==> config.mk <==
export PLATFORM = sky130hd
export DESIGN_NAME = moving_average_startup_window
export DESIGN_NICKNAME = d
export VERILOG_FILES = /design/src/rtl/core/masw_pkg.sv /design/src/rtl/core/masw_ram.sv /design/src/rtl/core/masw_div.sv /design/src/rtl/core/moving_average_startup_window.sv
export SDC_FILE = /design/constraint.sdc
export NUM_CORES = 1
export LEC_CHECK = 0
export ABC_AREA = 0
export BUFFER_PORTS_ARGS = -buffer_cell sky130_fd_sc_hd__buf_2
export CORE_MARGIN = 1
export CORE_UTILIZATION = 25
export CTS_CLUSTER_SIZE = 25
export DETAILED_ROUTE_END_ITERATION = 6
export GPL_ROUTABILITY_DRIVEN = 1
export HOLD_SLACK_MARGIN = 0.1
export SYNTH_ARGS = -nofsm -noshare
export SYNTH_HDL_FRONTEND = slang
export SYNTH_HIERARCHICAL = 1
export SYNTH_SLANG_ARGS = --single-unit
==> constraint.sdc <==
create_clock -name clk -period 4.75 [get_ports clk]
set_input_delay 0.475 -clock clk [delete_from_list [all_inputs] [get_ports clk]]
set_output_delay 0.475 -clock clk [all_outputs]
set_load 0.05 [all_outputs]
==> src/rtl/core/masw_pkg.sv <==
// ----------------------------------------------------------------------------
// masw_pkg
// Shared types and constants for the moving-average block with start-up
// window: item layouts, register width and reset, request codes.
// ----------------------------------------------------------------------------
package masw_pkg;

  // Fixed field widths
  localparam int SAMPLE_W = 16;
  localparam int CFG_W    = 7;

  // Window length after reset
  localparam logic [CFG_W-1:0] CFG_RESET = 7'd16;

  // Request codes carried in the func field
  localparam logic FUNC_PUSH  = 1'b0;
  localparam logic FUNC_CLEAR = 1'b1;

  // Input item
  typedef struct packed {
    logic                       func;
    logic signed [SAMPLE_W-1:0] sample;
  } in_item_t;

  // Result item
  typedef struct packed {
    logic signed [SAMPLE_W-1:0] average;
    logic                       window_full;
  } out_item_t;

endpackage

==> src/rtl/core/masw_ram.sv <==
// ----------------------------------------------------------------------------
// masw_ram
// Generic single-write, single-read RAM with registered read data.
// ----------------------------------------------------------------------------
module masw_ram #(
  parameter int WIDTH = 16,
  parameter int DEPTH = 64
) (
  input  logic                     clk,
  input  logic                     we,
  input  logic [$clog2(DEPTH)-1:0] waddr,
  input  logic [WIDTH-1:0]         wdata,
  input  logic [$clog2(DEPTH)-1:0] raddr,
  output logic [WIDTH-1:0]         rdata
);

  logic [WIDTH-1:0] mem [DEPTH];

  // Write port and registered read port
  always_ff @(posedge clk) begin
    if (we) begin
      mem[waddr] <= wdata;
    end
    rdata <= mem[raddr];
  end

endmodule

==> src/rtl/core/masw_div.sv <==
// ----------------------------------------------------------------------------
// masw_div
// Unsigned restoring divider, one quotient bit per cycle. When the
// iteration ends, done pulses for one cycle with the quotient held after it.
// ----------------------------------------------------------------------------
module masw_div #(
  parameter int W  = 22,
  parameter int DW = 7
) (
  input  logic          clk,
  input  logic          rst,
  input  logic          start,
  input  logic [W-1:0]  dividend,
  input  logic [DW-1:0] divisor,
  output logic          done,
  output logic [W-1:0]  quotient
);

  localparam int CW = $clog2(W + 1);

  logic          busy;
  logic [CW-1:0] cnt;
  logic [DW-1:0] acc;
  logic [DW-1:0] dsr;
  logic [W-1:0]  quo;
  logic [DW:0]   acc_sh;
  logic [DW:0]   diff;

  // Trial subtract: borrow in the top bit means the bit is zero
  assign acc_sh   = {acc, quo[W-1]};
  assign diff     = acc_sh - {1'b0, dsr};
  assign quotient = quo;

  // Sequencing
  always_ff @(posedge clk) begin
    if (rst) begin
      busy <= 1'b0;
      done <= 1'b0;
      cnt  <= '0;
    end else begin
      done <= 1'b0;
      if (start) begin
        busy <= 1'b1;
        cnt  <= CW'(W);
      end else if (busy) begin
        cnt <= cnt - CW'(1);
        if (cnt == CW'(1)) begin
          busy <= 1'b0;
          done <= 1'b1;
        end
      end
    end
  end

  // Datapath: partial remainder and quotient shift register
  always_ff @(posedge clk) begin
    if (start) begin
      acc <= '0;
      quo <= dividend;
      dsr <= divisor;
    end else if (busy) begin
      acc <= diff[DW] ? acc_sh[DW-1:0] : diff[DW-1:0];
      quo <= {quo[W-2:0], ~diff[DW]};
    end
  end

  // Partial remainder stays below a non-zero divisor
  a_rem_below_dsr: assert property (@(posedge clk) disable iff (rst)
    busy && !start && dsr != '0 |-> acc < dsr)
    else $error("divider remainder not below divisor");

  // Done only as the iteration ends
  a_done_idle: assert property (@(posedge clk) disable iff (rst)
    done |-> !busy)
    else $error("divider done while busy");

endmodule

==> src/rtl/core/moving_average_startup_window.sv <==
// ----------------------------------------------------------------------------
// moving_average_startup_window
// Flow: a push item, once accepted, passes the ring read and sum update,
//   then the one-bit-per-cycle divider, then the output register.
// Items: a new item is taken only in the idle state, so not before the last
//   push result has entered the output register; a clear item is handled
//   in the idle state without leaving it.
// Reset: window length 16, sum, count and pointer zero, no clearing pass;
//   ring entries are only read once written since the last clear.
// ----------------------------------------------------------------------------
module moving_average_startup_window
  import masw_pkg::*;
#(
  parameter int MAX_WINDOW = 64
) (
  input  logic             clk,
  input  logic             rst,
  input  logic             in_valid,
  output logic             in_ready,
  input  in_item_t         in_data,
  output logic             out_valid,
  input  logic             out_ready,
  output out_item_t        out_data,
  input  logic             cfg_we,
  input  logic [CFG_W-1:0] cfg_wdata
);

  localparam int PTR_W = $clog2(MAX_WINDOW);
  localparam int CNT_W = $clog2(MAX_WINDOW + 1);
  localparam int SUM_W = SAMPLE_W + $clog2(MAX_WINDOW);

  // Sequencer states
  localparam logic [2:0] ST_IDLE  = 3'd0;
  localparam logic [2:0] ST_UPD   = 3'd1;
  localparam logic [2:0] ST_START = 3'd2;
  localparam logic [2:0] ST_DIV   = 3'd3;
  localparam logic [2:0] ST_DONE  = 3'd4;

  logic [2:0]                 state;
  logic [CFG_W-1:0]           window_length;
  logic signed [SUM_W-1:0]    running_sum;
  logic [CNT_W-1:0]           held_count;
  logic [PTR_W-1:0]           write_pointer;
  logic signed [SAMPLE_W-1:0] smp;
  logic [SAMPLE_W-1:0]        avg;
  logic                       full_res;

  logic [CNT_W-1:0]           eff_len;
  logic                       was_full;
  logic [SAMPLE_W-1:0]        ram_rdata;
  logic signed [SUM_W-1:0]    s_ext;
  logic signed [SUM_W-1:0]    old_ext;
  logic signed [SUM_W-1:0]    sum_next;
  logic [CNT_W-1:0]           count_next;
  logic [CNT_W-1:0]           ptr_inc;
  logic [PTR_W-1:0]           ptr_next;
  logic [SUM_W-1:0]           div_dividend;
  logic                       div_done;
  logic [SUM_W-1:0]           div_quotient;
  logic [SUM_W-1:0]           q_signed;
  logic                       out_free;

  // Effective window: zero reads as one, saturate at the ring depth
  always_comb begin
    if (window_length == '0) begin
      eff_len = CNT_W'(1);
    end else if (32'(window_length) > 32'(MAX_WINDOW)) begin
      eff_len = CNT_W'(MAX_WINDOW);
    end else begin
      eff_len = CNT_W'(window_length);
    end
  end

  assign was_full = (held_count >= eff_len);
  assign in_ready = (state == ST_IDLE);
  assign out_free = !out_valid || out_ready;

  // Sample ring; read address is the slot about to be overwritten
  masw_ram #(
    .WIDTH (SAMPLE_W),
    .DEPTH (MAX_WINDOW)
  ) u_ring (
    .clk   (clk),
    .we    (state == ST_UPD),
    .waddr (write_pointer),
    .wdata (smp),
    .raddr (write_pointer),
    .rdata (ram_rdata)
  );

  // Running sum update: drop oldest once full, add newest
  assign s_ext    = SUM_W'(smp);
  assign old_ext  = SUM_W'($signed(ram_rdata));
  assign sum_next = running_sum + s_ext - (was_full ? old_ext : SUM_W'(0));

  assign count_next = was_full ? held_count : held_count + CNT_W'(1);
  assign ptr_inc    = CNT_W'(write_pointer) + CNT_W'(1);
  assign ptr_next   = (ptr_inc == eff_len) ? '0 : PTR_W'(ptr_inc);

  // Divide magnitude, restore sign afterwards (truncation toward zero)
  assign div_dividend = running_sum[SUM_W-1] ? (SUM_W'(0) - SUM_W'(running_sum))
                                             : SUM_W'(running_sum);
  assign q_signed     = running_sum[SUM_W-1] ? (SUM_W'(0) - div_quotient)
                                             : div_quotient;

  masw_div #(
    .W  (SUM_W),
    .DW (CNT_W)
  ) u_div (
    .clk      (clk),
    .rst      (rst),
    .start    (state == ST_START),
    .dividend (div_dividend),
    .divisor  (held_count),
    .done     (div_done),
    .quotient (div_quotient)
  );

  // Sequencer and history control
  always_ff @(posedge clk) begin
    if (rst) begin
      state         <= ST_IDLE;
      window_length <= CFG_RESET;
      running_sum   <= '0;
      held_count    <= '0;
      write_pointer <= '0;
      out_valid     <= 1'b0;
    end else begin
      // a new result in the done state reloads the register instead
      if (out_valid && out_ready && state != ST_DONE) begin
        out_valid <= 1'b0;
      end
      unique case (state)
        ST_IDLE: begin
          if (in_valid) begin
            if (in_data.func == FUNC_CLEAR) begin
              running_sum   <= '0;
              held_count    <= '0;
              write_pointer <= '0;
            end else begin
              state <= ST_UPD;
            end
          end
        end
        ST_UPD: begin
          running_sum   <= sum_next;
          held_count    <= count_next;
          write_pointer <= ptr_next;
          state         <= ST_START;
        end
        ST_START: begin
          state <= ST_DIV;
        end
        ST_DIV: begin
          if (div_done) begin
            state <= ST_DONE;
          end
        end
        ST_DONE: begin
          if (out_free) begin
            out_valid <= 1'b1;
            state     <= ST_IDLE;
          end
        end
        default: begin
          state <= ST_IDLE;
        end
      endcase
      // Register write sets the length and empties the history
      if (cfg_we) begin
        window_length <= cfg_wdata;
        running_sum   <= '0;
        held_count    <= '0;
        write_pointer <= '0;
      end
    end
  end

  // Payload registers
  always_ff @(posedge clk) begin
    if (state == ST_IDLE && in_valid) begin
      smp <= in_data.sample;
    end
    if (state == ST_DIV && div_done) begin
      avg      <= q_signed[SAMPLE_W-1:0];
      full_res <= was_full;
    end
    if (state == ST_DONE && out_free) begin
      out_data.average     <= $signed(avg);
      out_data.window_full <= full_res;
    end
  end

  // Count never passes the window
  a_count_in_window: assert property (@(posedge clk) disable iff (rst)
    held_count <= eff_len)
    else $error("held count beyond window length");

  // Pointer always addresses a slot inside the window
  a_ptr_in_window: assert property (@(posedge clk) disable iff (rst)
    CNT_W'(write_pointer) < eff_len)
    else $error("write pointer outside window");

  // Sum update is always followed by the divider start
  a_upd_then_start: assert property (@(posedge clk) disable iff (rst)
    state == ST_UPD |=> state == ST_START)
    else $error("sequencer skipped divider start");

  // Divider finishes only while the sequencer waits for it
  a_done_in_div: assert property (@(posedge clk) disable iff (rst)
    div_done |-> state == ST_DIV)
    else $error("divider done outside divide state");

endmodule

==> results.toml <==
[critical_path]
crit_family = "compound AO/OA/AOI/OAI gates"
critPathKind = "reg -> reg"
arrival_ns = 5.04
startpoint_type = "flop"
cp_cell_sequence = "nor4_2 > a22o_1 > ha_1 > nand2b_1 > a2111oi_4 > o41ai_4 > a21oi_2 > buf_12 > nor2b_1 > fa_1 > inv_1 > ha_1 > a211oi_1 > o21ai_1 > and3b_1 > o21bai_1 > a21oi_1 > xor2_1 > o22ai_1"
rr_worst_depth = 19
crit_slowest_cell = "fa_1"
required_ns = 5.30
path_common_cell = "ha_1"
cp.depth = 19
end_kind = "flop"
path_buf_inv = 2
critPathMaxStageDelay_ns = 0.47
path_max_fanout = 17

[timing]
fin_crit_sh = 0.947
setup-tns-final_ns = 0
fmax_ghz = 0.222
clock_skew_ns = 0.0681
timing.hold.ws_ns = 0.142
fin_crit_ns = 4.50
rsz0062_at_grt = "true"
hold_violations = 0
slew_viol_final = 0
setup_viol = 0
relSlewSlack = 0.341
tightest_slew_ns = 0.988

[finish]
drive_gt1_frac = 0.227
fin_nets = 2943
filler_cell_count = 18940
fin_util = 0.291
syn_to_final_growth_pct = 15.7
multi_input_comb_area_mm2 = 0.0127
final-seq-area_mm2 = 0.0347

[min_path]
hold_class = "in -> reg"
hold_path_depth = 4

[cts]
clk_latency_ns = 0.74
cts_tree = "built"
clk_pin_slew_worst_paths_ns = 0.06
cts.htree.levels = 3
cts_root_buf = "clkbuf_16"
cts_num_sinks = 1179
cts_buffers = 107
clock_path_buffers = 3

[pwr]
combPwrFrac = 0.089
pwr-share-seq = 0.523
p_clk_frac = 0.388
switching_share = 0.231
internal_power_uw = 17200
ir_worst_vdd_uv = 296
power.leakage_uw = 0.0174
powerDensity_mw_per_mm2 = 400
net-switching-power_uw = 5180

[detailed_routing]
drt_iter0_markers = 2338
postRouteAntennaNets = 0
drt-vias-per-instance = 4.54
wl_per_cell_um = 20.9
drc = 1
vias = 24865
first_pass_iters = 7
drt_wl_total_mm = 114

[logic_synthesis]
yosysSeqAreaShare = 0.715
synth_fa_ha_area_frac = 0.0199
synth_compound_area_frac = 0.0456
synth_xor_area_frac = 0.0141
synth_area_mm2 = 0.0484
synth_edf_count = 1103
syn_inst = 2653
synth.area.mux_share = 0.134
synthDistinctLibCells = 88
yosys.area_share.simple = 0.0457
synthArstFlopShare = 0
synth_flop_cell = "edfxtp_1"
synth_top_family_by_area = "multiplexers"
avgSynthCellArea_um2 = 18.3
syn_nets = 2746
ys_warn_count = 6
ys_seq_elements = 1179

[floorplan]
io_pins = 48
rows = 161
die_w_um = 442
dieHeight_um = 442
core_mm2 = 0.193
die_area_mm2 = 0.196
initial_core_util = 0.252

[outcome]
status = "finished, violations left"
violations = "DRC"

[run]
cap_violations = 0

[global_routing]
grt_pass1_vias = 25011
grt_overflow_total = 0
grt_max_degree = 66
grtUsageTotal = 0.115
grt_first_pass_wirelength_mm = 169
antenna_found_initial = 5

[placed_design]
gp_congestion = 0.803
portBuffers = 47
dp_hpwl_mm = 70.4
-- cells in the final DEF (no fill, tap or decap), types with 19 or more instances in the layout --
cell type | Yosys | final
nand3_1 | 47 | 47
edfxtp_1 | 1103 | 1103
mux2i_1 | 91 | 91
a21oi_1 | 54 | 52
mux2_2 | 48 | 48
nand2_1 | 118 | 118
buf_2 | 38 | 47
xor2_1 | 19 | 19
inv_1 | 101 | 101
ha_1 | 42 | 42
o21ai_1 | 25 | 26
nor2_1 | 129 | 129
buf_4 | 13 | 140
dfxtp_1 | 76 | 71
clkbuf_1 | 42 | 29
nor2b_1 | 50 | 47
mux4_2 | 220 | 220
clkinv_1 | 0 | 20
clkbuf_16 | 0 | 112
xnor2_1 | 51 | 51
fa_1 | 22 | 22
a22oi_1 | 45 | 45
dlygate4sd3_1 | 0 | 23
-- sequential cells by signal, indices dropped and copies added (netlist names) --
name	count
u_div/done	1
avg	16
out_valid	1
held_count	7
running_sum	22
out_data	17
u_div/acc	7
u_div/dsr	7
u_div/quotient	22
window_length	7
u_ring/rdata	16
u_div/cnt	5
u_div/busy	1
smp	16
write_pointer	6
full_res	1
u_ring/mem	1024
state	3
-- final timing paths --
| check | slack [ns] | from | endpoint |
|---|---|---|---|
| hold reg to reg | 0.42 | avg[0]$_DFFE_PP_ | out_data[1]$_DFFE_PP_ |
| hold / removal | 0.14 | out_ready | out_valid$_SDFF_PP0_ |
| setup reg to reg | 0.25 | window_length[5]$_SDFFE_PP0P_ | running_sum[17]$_SDFFE_PP0P_ |
| setup / recovery | 0.25 | window_length[5]$_SDFFE_PP0P_ | running_sum[17]$_SDFFE_PP0P_ |
-- cell usage after synthesis (all sizes together), types with 4 or more instances --
| cell type | n | area share |
|---|---|---|
| edfxtp | 1103 | 0.68 |
| mux4 | 224 | 0.10 |
| nor2 | 131 | 0.010 |
| nand2 | 120 | 0.0095 |
| inv | 104 | 0.0081 |
| mux2i | 91 | 0.019 |
| buf | 82 | 0.013 |
| dfxtp | 76 | 0.031 |
| a21oi | 56 | 0.0059 |
| nor2b | 51 | 0.0066 |
| xnor2 | 51 | 0.0092 |
| mux2 | 48 | 0.011 |
| nand3 | 47 | 0.0049 |
| a22oi | 45 | 0.0070 |
| clkbuf | 45 | 0.0036 |
| ha | 42 | 0.011 |
| o21ai | 38 | 0.0039 |
| fa | 22 | 0.0091 |
| a31oi | 19 | 0.0031 |
| xor2 | 19 | 0.0034 |
| nand4 | 18 | 0.0023 |
| a221oi | 17 | 0.0031 |
| nor3 | 16 | 0.0019 |
| a211oi | 14 | 0.0023 |
| a311oi | 14 | 0.0025 |
| a21o | 13 | 0.0020 |
| o31ai | 12 | 0.0021 |
| a211o | 11 | 0.0022 |
| nor4 | 9 | 0.0018 |
| a22o | 8 | 0.0014 |
| nand2b | 8 | 0.0012 |
| o22ai | 8 | 0.0010 |
| and3 | 7 | 0.00090 |
| and4 | 7 | 0.0013 |
| a221o | 6 | 0.0012 |
| and2 | 6 | 0.00078 |
| or4 | 6 | 0.0012 |
| a41oi | 5 | 0.00090 |
| o41ai | 5 | 0.0018 |
| o211ai | 4 | 0.00062 |
| or3 | 4 | 0.00062 |
-- layer usage --
metal | GRT usage | vias up | share of wire
met2 | 0.182 | 817 | 0.47
met1 | 0.158 | 12904 | 0.43
met3 | 0.0251 | 148 | 0.076
li1 | - | 10994 | -
met4 | 0.0330 | 2 | 0.024
met5 | 0.00464 | - | 0.0011
-- power by group through the flow --
stage          Sequential [µW]  Clock [µW]  Combinational [µW]
2_1_floorplan            12000           0                1320
3_3_place_gp             11900           0                1930
3_5_place_dp             11900           0                1970
4_1_cts                  11700        8870                1990
5_1_grt                  11700        9250                2200
6_report                 11700        8700                2000
-- through the flow --
step	instance area, µm²	setup slack (ns)	total power (µW)	instances
CTS	56000	0.0692	22600	5467
detailed placement	52200	-0.0235	13900	5243
floorplan	48400	0.0714	13300	2653
global placement	52200	0.0318	13900	5243
global route	56000	-0.0300	23200	5470
finish	56000	0.251	22400	5471
-- final cells by class --
| cell class | count | area share |
|---|---|---|
| Timing Repair Buffer | 215 | 0.0289 |
| Multi-Input combinational cell | 1243 | 0.226 |
| Clock inverter | 50 | 0.00886 |
| Sequential cell | 1179 | 0.619 |
| Antenna cell | 3 | 0.000134 |
| Inverter | 104 | 0.00697 |
| Clock buffer | 151 | 0.0544 |
| Tap cell | 2526 | 0.0564 |
-- logic make-up (layout without fill, tap and decap cells) --
| logic type | after synthesis | after routing |
|---|---|---|
| buffers and inverters | 231 | 520 |
| xor gates and xnor gates | 73 | 73 |
| muxes | 363 | 363 |
| AOI/OAI and AO/OA | 298 | 298 |
| other | 0 | 3 |
| adders and majority gates | 64 | 64 |
| DFF | 1179 | 1179 |
| and+or+nand+nor | 445 | 445 |
-- worst min-delay path: cells and delay by family --
kind	cells	cell delay (ns)
buf+inv	1	0.07
compound gates	1	0.12
simple gates	2	0.10
-- timing repair --
item                                    4_1_cts  5_1_grt
gates cloned                                  0        0
endpoints found under the hold margin        23        0
pin swaps                                     0        5
endpoints found under the setup margin        2       12
gates resized for setup                       1        9
hold buffers                                 23        0
setup buffers                                 0        1
Power figures use the tool's default switching activity.
